[src/design/assert_macros.svh]
// ----------------------------------------------------------------------------
// assert_macros.svh
// Concurrent assertion helpers, compiled out when SYNTH is defined.
// ----------------------------------------------------------------------------
`ifndef ASSERT_MACROS_SVH
`define ASSERT_MACROS_SVH

`ifndef SYNTH

// prop must hold at every clock edge outside reset
`define ASSERT_CLK(label, clk, rst_n, prop) \
    label: assert property (@(posedge clk) disable iff (!rst_n) (prop)) \
        else $error("assertion failed");

// cons must hold in the cycle after ante
`define ASSERT_NEXT(label, clk, rst_n, ante, cons) \
    label: assert property (@(posedge clk) disable iff (!rst_n) (ante) |=> (cons)) \
        else $error("assertion failed");

`else

`define ASSERT_CLK(label, clk, rst_n, prop)

`define ASSERT_NEXT(label, clk, rst_n, ante, cons)

`endif

`endif

[src/design/ssbs_pkg.sv]
// ----------------------------------------------------------------------------
// ssbs_pkg
// Shared types and character codes for the SQL statement boundary scanner.
// ----------------------------------------------------------------------------
`timescale 1ns / 1ps

package ssbs_pkg;

    localparam int CHAR_W = 8;
    localparam int CTX_W  = 3;

    localparam logic [CHAR_W-1:0] CH_SQUOTE = 8'h27;
    localparam logic [CHAR_W-1:0] CH_DQUOTE = 8'h22;
    localparam logic [CHAR_W-1:0] CH_DASH   = 8'h2D;
    localparam logic [CHAR_W-1:0] CH_SLASH  = 8'h2F;
    localparam logic [CHAR_W-1:0] CH_STAR   = 8'h2A;
    localparam logic [CHAR_W-1:0] CH_SEMI   = 8'h3B;

    // reported lexical context
    typedef enum logic [CTX_W-1:0] {
        CTX_CODE   = 3'd0,
        CTX_SQUOTE = 3'd1,
        CTX_DQUOTE = 3'd2,
        CTX_BLOCK  = 3'd3,
        CTX_LINE   = 3'd4
    } t_ctx;

    typedef struct packed {
        logic is_terminator;
        t_ctx context_res;
    } t_scan_result;

endpackage

[src/design/sql_statement_boundary_scanner_top.sv]
// ----------------------------------------------------------------------------
// sql_statement_boundary_scanner_top
// Scans SQL text a byte at a time, reports lexical context and statement ends.
// ----------------------------------------------------------------------------
// Channel   Handshake            Payload
// input     i_valid / o_ready    i_char_code, i_line_end, i_clear
// output    o_valid / i_ready    o_is_terminator, o_context_res
//
// One byte per cycle sustained while i_ready is high; a result appears in the cycle after its request.
// The context register and the result register update on the same edge.
// A held result stalls input only when i_ready is low.
// Reset (synchronous, active low) returns to plain code and empties the output.
// ----------------------------------------------------------------------------
`timescale 1ns / 1ps
`include "assert_macros.svh"

module sql_statement_boundary_scanner_top (
    input  logic                        i_clk,
    input  logic                        i_rst_n,
    input  logic                        i_valid,
    output logic                        o_ready,
    input  logic [ssbs_pkg::CHAR_W-1:0] i_char_code,
    input  logic                        i_line_end,
    input  logic                        i_clear,
    output logic                        o_valid,
    input  logic                        i_ready,
    output logic                        o_is_terminator,
    output logic [ssbs_pkg::CTX_W-1:0]  o_context_res
);

    logic                   w_accept;
    ssbs_pkg::t_scan_result w_result;
    ssbs_pkg::t_scan_result r_result;
    logic                   r_out_valid;

    assign o_ready  = !r_out_valid || i_ready;
    assign w_accept = i_valid && o_ready;

    ssbs_lexer u_lexer (
        .i_clk       (i_clk),
        .i_rst_n     (i_rst_n),
        .i_accept    (w_accept),
        .i_char_code (i_char_code),
        .i_line_end  (i_line_end),
        .i_clear     (i_clear),
        .o_result    (w_result)
    );

    always_ff @(posedge i_clk) begin
        if (!i_rst_n) begin
            r_out_valid <= 1'b0;
        end else if (o_ready) begin
            r_out_valid <= i_valid;
        end
    end

    always_ff @(posedge i_clk) begin
        if (w_accept) begin
            r_result <= w_result;
        end
    end

    assign o_valid         = r_out_valid;
    assign o_is_terminator = r_result.is_terminator;
    assign o_context_res   = r_result.context_res;

    `ASSERT_CLK(a_empty_ready, i_clk, i_rst_n, r_out_valid || o_ready)
    `ASSERT_NEXT(a_accept_fills, i_clk, i_rst_n, w_accept, r_out_valid)
    `ASSERT_NEXT(a_stall_holds, i_clk, i_rst_n, r_out_valid && !i_ready,
        r_out_valid && $stable(r_result))

endmodule

[src/design/ssbs_lexer.sv]
// ----------------------------------------------------------------------------
// ssbs_lexer
// Lexical context state machine; one byte per request.
// ----------------------------------------------------------------------------
`timescale 1ns / 1ps
`include "assert_macros.svh"

module ssbs_lexer (
    input  logic                       i_clk,
    input  logic                       i_rst_n,
    input  logic                       i_accept,
    input  logic [ssbs_pkg::CHAR_W-1:0] i_char_code,
    input  logic                       i_line_end,
    input  logic                       i_clear,
    output ssbs_pkg::t_scan_result     o_result
);

    typedef enum logic [3:0] {
        S_CODE       = 4'd0,
        S_SQUOTE     = 4'd1,
        S_DQUOTE     = 4'd2,
        S_BLOCK      = 4'd3,
        S_LINE       = 4'd4,
        S_CODE_DASH  = 4'd5,
        S_CODE_SLASH = 4'd6,
        S_SQUOTE_END = 4'd7,
        S_DQUOTE_END = 4'd8,
        S_BLOCK_STAR = 4'd9
    } t_state;

    t_state r_state;
    t_state n_state;
    t_state w_base;
    t_state w_scan;
    logic   w_term;

    function automatic t_state scan_code(input logic [ssbs_pkg::CHAR_W-1:0] c);
        t_state s;
        if (c == ssbs_pkg::CH_SQUOTE) begin
            s = S_SQUOTE;
        end else if (c == ssbs_pkg::CH_DQUOTE) begin
            s = S_DQUOTE;
        end else if (c == ssbs_pkg::CH_DASH) begin
            s = S_CODE_DASH;
        end else if (c == ssbs_pkg::CH_SLASH) begin
            s = S_CODE_SLASH;
        end else begin
            s = S_CODE;
        end
        return s;
    endfunction

    assign w_base = i_clear ? S_CODE : r_state;

    always_comb begin
        w_term = 1'b0;
        case (w_base)
            S_SQUOTE: begin
                w_scan = (i_char_code == ssbs_pkg::CH_SQUOTE) ? S_SQUOTE_END : S_SQUOTE;
            end
            S_DQUOTE: begin
                w_scan = (i_char_code == ssbs_pkg::CH_DQUOTE) ? S_DQUOTE_END : S_DQUOTE;
            end
            S_BLOCK: begin
                w_scan = (i_char_code == ssbs_pkg::CH_STAR) ? S_BLOCK_STAR : S_BLOCK;
            end
            S_LINE: begin
                w_scan = S_LINE;
            end
            S_BLOCK_STAR: begin
                if (i_char_code == ssbs_pkg::CH_SLASH) begin
                    w_scan = S_CODE;
                end else if (i_char_code == ssbs_pkg::CH_STAR) begin
                    w_scan = S_BLOCK_STAR;
                end else begin
                    w_scan = S_BLOCK;
                end
            end
            S_CODE_DASH: begin
                w_term = (i_char_code == ssbs_pkg::CH_SEMI);
                w_scan = (i_char_code == ssbs_pkg::CH_DASH) ? S_LINE : scan_code(i_char_code);
            end
            S_CODE_SLASH: begin
                w_term = (i_char_code == ssbs_pkg::CH_SEMI);
                w_scan = (i_char_code == ssbs_pkg::CH_STAR) ? S_BLOCK : scan_code(i_char_code);
            end
            S_SQUOTE_END: begin
                w_term = (i_char_code == ssbs_pkg::CH_SEMI);
                w_scan = (i_char_code == ssbs_pkg::CH_SQUOTE) ? S_SQUOTE
                                                              : scan_code(i_char_code);
            end
            S_DQUOTE_END: begin
                w_term = (i_char_code == ssbs_pkg::CH_SEMI);
                w_scan = (i_char_code == ssbs_pkg::CH_DQUOTE) ? S_DQUOTE
                                                              : scan_code(i_char_code);
            end
            default: begin
                w_term = (i_char_code == ssbs_pkg::CH_SEMI);
                w_scan = scan_code(i_char_code);
            end
        endcase
    end

    // line end settles pending tokens and ends a line comment
    always_comb begin
        n_state = w_scan;
        if (i_line_end) begin
            case (w_scan)
                S_CODE_DASH, S_CODE_SLASH, S_SQUOTE_END, S_DQUOTE_END, S_LINE: begin
                    n_state = S_CODE;
                end
                S_BLOCK_STAR: begin
                    n_state = S_BLOCK;
                end
                default: begin
                    n_state = w_scan;
                end
            endcase
        end
    end

    always_comb begin
        o_result.is_terminator = w_term;
        case (n_state)
            S_SQUOTE, S_SQUOTE_END: o_result.context_res = ssbs_pkg::CTX_SQUOTE;
            S_DQUOTE, S_DQUOTE_END: o_result.context_res = ssbs_pkg::CTX_DQUOTE;
            S_BLOCK, S_BLOCK_STAR:  o_result.context_res = ssbs_pkg::CTX_BLOCK;
            S_LINE:                 o_result.context_res = ssbs_pkg::CTX_LINE;
            default:                o_result.context_res = ssbs_pkg::CTX_CODE;
        endcase
    end

    always_ff @(posedge i_clk) begin
        if (!i_rst_n) begin
            r_state <= S_CODE;
        end else if (i_accept) begin
            r_state <= n_state;
        end
    end

    `ASSERT_CLK(a_term_in_code, i_clk, i_rst_n,
        !o_result.is_terminator || o_result.context_res == ssbs_pkg::CTX_CODE)
    `ASSERT_NEXT(a_line_end_settles, i_clk, i_rst_n, i_accept && i_line_end,
        r_state != S_LINE && r_state != S_CODE_DASH && r_state != S_CODE_SLASH &&
        r_state != S_SQUOTE_END && r_state != S_DQUOTE_END && r_state != S_BLOCK_STAR)

endmodule
[config.mk]
export PLATFORM = sky130hd
export DESIGN_NAME = sql_statement_boundary_scanner_top
export DESIGN_NICKNAME = d
export VERILOG_FILES = /design/src/design/ssbs_pkg.sv /design/src/design/sql_statement_boundary_scanner_top.sv /design/src/design/ssbs_lexer.sv
export VERILOG_INCLUDE_DIRS = /design/src /design/src/design
export SDC_FILE = /design/constraint.sdc
export NUM_CORES = 1
export LEC_CHECK = 0
export BUFFER_PORTS_ARGS = -buffer_cell sky130_fd_sc_hd__buf_2
export CAP_MARGIN = 25
export CORE_MARGIN = 2
export CORE_UTILIZATION = 35
export CTS_BUF_LIST = sky130_fd_sc_hd__clkbuf_4 sky130_fd_sc_hd__clkbuf_8
export CTS_CLUSTER_SIZE = 16
export DETAILED_ROUTE_END_ITERATION = 10
export HOLD_SLACK_MARGIN = 0.08
export PLACE_DENSITY_LB_ADDON = 0.08
export REMOVE_ABC_BUFFERS = 1
export SETUP_SLACK_MARGIN = 0.5
export SLEW_MARGIN = 20
export SYNTH_ARGS = -nofsm -noshare
export SYNTH_HDL_FRONTEND = slang
export SYNTH_HIERARCHICAL = 1
export SYNTH_SLANG_ARGS = --single-unit
[constraint.sdc]
create_clock -name i_clk -period 2.75 [get_ports i_clk]
set_clock_uncertainty 0.2 [all_clocks]
set_input_delay 0 -clock i_clk [delete_from_list [all_inputs] [get_ports i_clk]]
set_output_delay 0 -clock i_clk [all_outputs]
set_load 0.05 [all_outputs]
After elaboration in Yosys (flattened, before gate mapping)
Index checks and enable logic that the tools add are counted.
{"block": "word_totals", "word_cells": 58, "in_bits": 14, "regBits": 9, "output_inout_bits": 6}
{"block": "op_classes", "n_mux": 19, "reduce_logical": 8, "eq_ne": 27}
{"operator": "two-way mux 4 bit", "n": 14}
{"operator": "== test 8 x 6 -> 1 bit, second input constant", "n": 6}
{"operator": "== test 4 x 3 -> 1 bit, second input constant", "n": 9}
{"operator": "one-hot mux 4 bit (8 select lines)", "n": 1}
{"operator": "== test 4 bit, second input constant", "n": 6}
{"operator": "== test 4 x 2 -> 1 bit, second input constant", "n": 4}
{"operator": "one-hot mux 3 bit (4 select lines)", "n": 1}
{"operator": "OR reduction 5 bit", "n": 2}
{"operator": "== test 4 x 1 -> 1 bit, second input constant", "n": 2}
{"operator": "one-hot mux 4 bit (2 select lines)", "n": 1}
{"operator": "two-way mux 3 bit", "n": 2}
{"operator": "OR reduction 2 bit", "n": 3}
{"operator": "logical AND 1 bit", "n": 1}
{"operator": "zero test 1 bit", "n": 1}
{"operator": "logical OR 1 bit", "n": 1}

Longest topological paths before layout
{"block": "logic_depth", "ltp_word": 14, "depth_mapped": 8, "ltp_nobuf": 6}

Hierarchy
Netlist, hierarchy kept.
{"module": "ssbs_lexer", "area_each_um2": 767.0, "cells_each": 115, "seq_area_each_um2": 80.1, "instances": 1}
{"module": "sql_statement_boundary_scanner_top", "area_each_um2": 177.7, "cells_each": 9, "seq_area_each_um2": 140.1, "instances": 1}

Worst setup path before layout
OpenSTA, ideal clock, no wires.
{"block": "synth_path", "kind": "register -> register", "start": "register u_lexer.r_state[0]", "end": "register r_result (netlist bit o_context_res[0]), data pin", "synth_period_minus_slack_ps": 2004, "arrival_ps": 1652, "slack_ps": 746, "path_stages_with_launch": 8, "path_cell_list": "dfxtp_1 -> clkbuf_1 -> a21oi_1 -> o211ai_1 -> a21o_1 -> o32a_4 -> a32o_1 -> a31oi_1"}
{"element": "from (decl)", "line": "ssbs_lexer.sv:31", "text": "t_state r_state;"}
{"element": "from (signal assigned)", "line": "ssbs_lexer.sv:137", "text": "r_state <= n_state;"}
{"element": "to (signal assigned)", "line": "sql_statement_boundary_scanner_top.sv:59", "text": "r_result <= w_result;"}
{"element": "to (decl)", "line": "sql_statement_boundary_scanner_top.sv:33", "text": "ssbs_pkg::t_scan_result r_result;"}

Final worst setup path
{"block": "layout_path", "start": "input i_char_code[0] (netlist name)", "end": "register u_lexer.r_state[1]"}
{"block": "layout_via", "elab_chain_len": 11, "elab_cells_between_ends": 29, "classes_between": "eq/ne (11); mux (17); reduce/logical (1)"}
{"element": "from (decl)", "line": "sql_statement_boundary_scanner_top.sv:22", "text": "input logic [ssbs_pkg::CHAR_W-1:0] i_char_code,"}
{"element": "== test 8 x 6 -> 1 bit", "line": "ssbs_lexer.sv:45, ssbs_lexer.sv:71"}
{"element": "two-way mux 3 bit", "line": "ssbs_lexer.sv:45", "text": "end else if (c == ssbs_pkg::CH_SLASH) begin"}
{"element": "two-way mux 4 bit", "line": "ssbs_lexer.sv:43", "text": "end else if (c == ssbs_pkg::CH_DASH) begin"}
{"element": "two-way mux 4 bit", "line": "ssbs_lexer.sv:41", "text": "end else if (c == ssbs_pkg::CH_DQUOTE) begin"}
{"element": "two-way mux 4 bit", "line": "ssbs_lexer.sv:39", "text": "if (c == ssbs_pkg::CH_SQUOTE) begin"}
{"element": "two-way mux 4 bit", "line": "ssbs_lexer.sv:85", "text": "w_scan = (i_char_code == ssbs_pkg::CH_STAR) ? S_BLOCK : scan_code(i_char_code);"}
{"element": "one-hot mux 4 bit (8 select lines) *", "line": "ssbs_lexer.sv:57", "text": "case (w_base)"}
{"element": "== test 4 x 3 -> 1 bit or == test 4 bit (tied branches)", "line": "ssbs_lexer.sv:108", "text": "case (w_scan)"}
{"element": "OR reduction 5 bit", "line": "ssbs_lexer.sv:108"}
{"element": "one-hot mux 4 bit (2 select lines)", "line": "ssbs_lexer.sv:108"}
{"element": "two-way mux 4 bit *", "line": "ssbs_lexer.sv:107", "text": "if (i_line_end) begin"}
Every way passes the cells marked *; elsewhere a longest branch is shown, timed or not.
A chain may end at the register's enable or synchronous reset.

==> metrics.txt <==
run status=finished clean; Pins Over Slew Limit=0; M2 GR Usage=27.9%; Max Cap Viol=0; HP Class=input port to flop; clock tree buffer depth=2; first-pass GRT wire length=4050 um; area taken by multi-input logic gates=682 um^2; wirelength, routed=2440 um; dpl ws=0.466 ns; minimum clock period after layout=2.12 ns; Die Width=56.0 um; row cnt=18; power per cell area=307 nW/um^2; Synth Area in Compound Gates=27.2%; Cell Count Post-Placement=165; Initial Utilization=37.5%; fraction of layout cells with a size suffix above 1=27.5%; Seq cells post-synth=9; # diodes=0; clock-pin slew on the worst setup and hold paths=0.06 ns; XOR/XNOR Fraction of Synth Area=3.71%; internal power=0.259 mW; GRT overflow=0; Iteration-0 DRC Markers=28; chip height=56.0 um; final setup vio count=0; M1 GR Usage=19.3%; largest family of logic cells by synthesized area=simple AND/OR/NAND/NOR gates; beginning of the critical path=i_char_code[0]; post-synthesis simple-gate area fraction=38.9%; Num CTS Buffers=3; post-synth cell types=47; clk_lat worst skew=0.26 ns; Net Sw Frac=31.1%; root buf cell=clkbuf_4; register area share after synthesis=23.3%; die area=3130 um^2; final core utilization=48.7%; number of global-route vias before repair=913; clk sink count=9; global routing usage on met3=1.86%; power share of the combinational group=29.9%; Yosys warnings=6; Pwr Total=0.376 mW; mux cell area share after synthesis=0%; HP Start=i_char_code[2]; total core area=2520 um^2; Setup TNS Final=0 ns; unrepaired setup endpoints after global routing=yes; antenna viol nets, final=0; Yosys top cell by area=edfxtp_1; final worst path period share=77.2%; FFs w/ async S/R, synth=0%; Worst-Margin Slew=0.367 ns; CP Capture Type=flop; Nets=168; layout filler cell count=263; Critical Path RT=2.71 ns; clock share of power=29.1%; Seq pwr share=41.0%; slew margin rel.=75.4%; Vias/cell=5.56; Syn Area/Cell=7.62 um^2; Psw=0.117 mW; Syn Inst Count=124; CTS tree=yes; Final HPWL DP=1820 um; Mapped Area=945 um^2; layer with the highest usage=met2; Layout Area Growth over Synthesis=29.9%; H-tree depth=1; largest net degree at the start of global routing=19; I/O Pins=20; design area=1230 um^2; top-count cell post-synth=nor2_1; nature of the critical path startpoint=input port; register area=225 um^2; Max VDD drop=0.298 mV; top cells by count, synth=16 x nor2_1, 11 x a21oi_1, 10 x nand2_1; fmax=471 MHz; EDFF count, synth=4; final cell count without fillers=183; crit path DAT=2.08 ns; DRC errors left=0; Setup WS post-layout=0.627 ns; wire per inst=13.3 um; DR vias=1018; critical path class=input port to flop; Crit Path Max Fanout=6; Most used DFF post-synth=dfxtp_1; Post-DP Area=1030 um^2; routability cong.=0.733; Hold WS=0.212 ns; iteration count of the initial detailed-routing pass=4; adder-cell area share of the yosys netlist=0%; initial antenna violation count=0; IO buf count=19; final hold vios=0; total global-route track usage=16.0%; share of the synthesized area in the top cell type=12.7%; RR Startpoint=u_lexer/r_state[3]; P_leak=0.492 nW; top area cells in the synthesized netlist=edfxtp_1 13%, dfxtp_1 11%, nor2_1 6.4%
critical path: stages:
cell	delay, ns
dlygate4sd3_1	0.53
buf_2	0.15
nor2_1	0.19
and3_4	0.24
a2111oi_4	0.07
o32a_4	0.42
o211a_1	0.24
a211oi_1	0.23
final timing paths:
| kind | slack (ns) | endpoint | cells after the start |
|---|---|---|---|
| worst min-delay path | 0.21 | u_lexer/r_state[0] | 5 |
| worst min register to register | 0.41 | u_lexer/r_state[2] | 2 |
| worst max register to register | 0.64 | u_lexer/r_state[1] | 6 |
| worst max-delay path | 0.63 | u_lexer/r_state[1] | 8 |
cells by family after synthesis:
group                  count (synthesis)
AND/OR/NAND/NOR                       63
AO/OA/AOI/OAI                         35
buffers and inverters                 13
flip-flops                             9
XOR/XNOR                               4
layer usage:
| layer | vias up | wire [um] | part of all wire (%) |
|---|---|---|---|
| met5 | - | 0 | 0 |
| met1 | 468 | 1040 | 43 |
| met3 | 4 | 117 | 4.8 |
| li1 | 513 | - | - |
| met2 | 33 | 1260 | 52 |
| met4 | 0 | 25 | 1.0 |
power by group through the flow:
stage / clock network (mW) / logic, mW / registers, mW
floorplan: 0 / 0.0471 / 0.171
finish: 0.110 / 0.112 / 0.154
CTS: 0.112 / 0.109 / 0.154
global route: 0.120 / 0.123 / 0.156
detailed placement: 0 / 0.0979 / 0.157
global placement: 0 / 0.0974 / 0.157
sequential cells by signal, summed over array words and instances (netlist names):
name	cells
u_lexer/r_state	4
o_context_res	3
o_is_terminator	1
o_valid	1
cell usage in the layout (no fill, tap or decap), drive strengths merged, types with 3 or more instances in the layout:
cell / count
a21oi: 11
buf: 23
dlygate4sd3: 10
and3: 5
a31oi: 3
inv: 4
edfxtp: 4
dfxtp: 5
nor2: 16
o21ai: 5
nor2b: 3
nand2b: 5
nand3: 6
clkbuf: 4
xnor2: 4
nand2: 10
nor3: 5
repair_timing:
item	CTS	global route
resized for setup	1	8
hold buffers	11	0
setup buffers	0	3
endpoints found under the hold margin	13	0
pin swaps	0	4
setup endpoints to repair	2	5
cell type report:
type | instances | area share [%]
Clock buffer | 4 | 2.45
Inverter | 4 | 1.22
Multi-Input combinational cell | 102 | 55.6
Sequential cell | 9 | 18.3
Tap cell | 30 | 3.06
Timing Repair Buffer | 34 | 19.4
(Power assumes the default switching activity.)
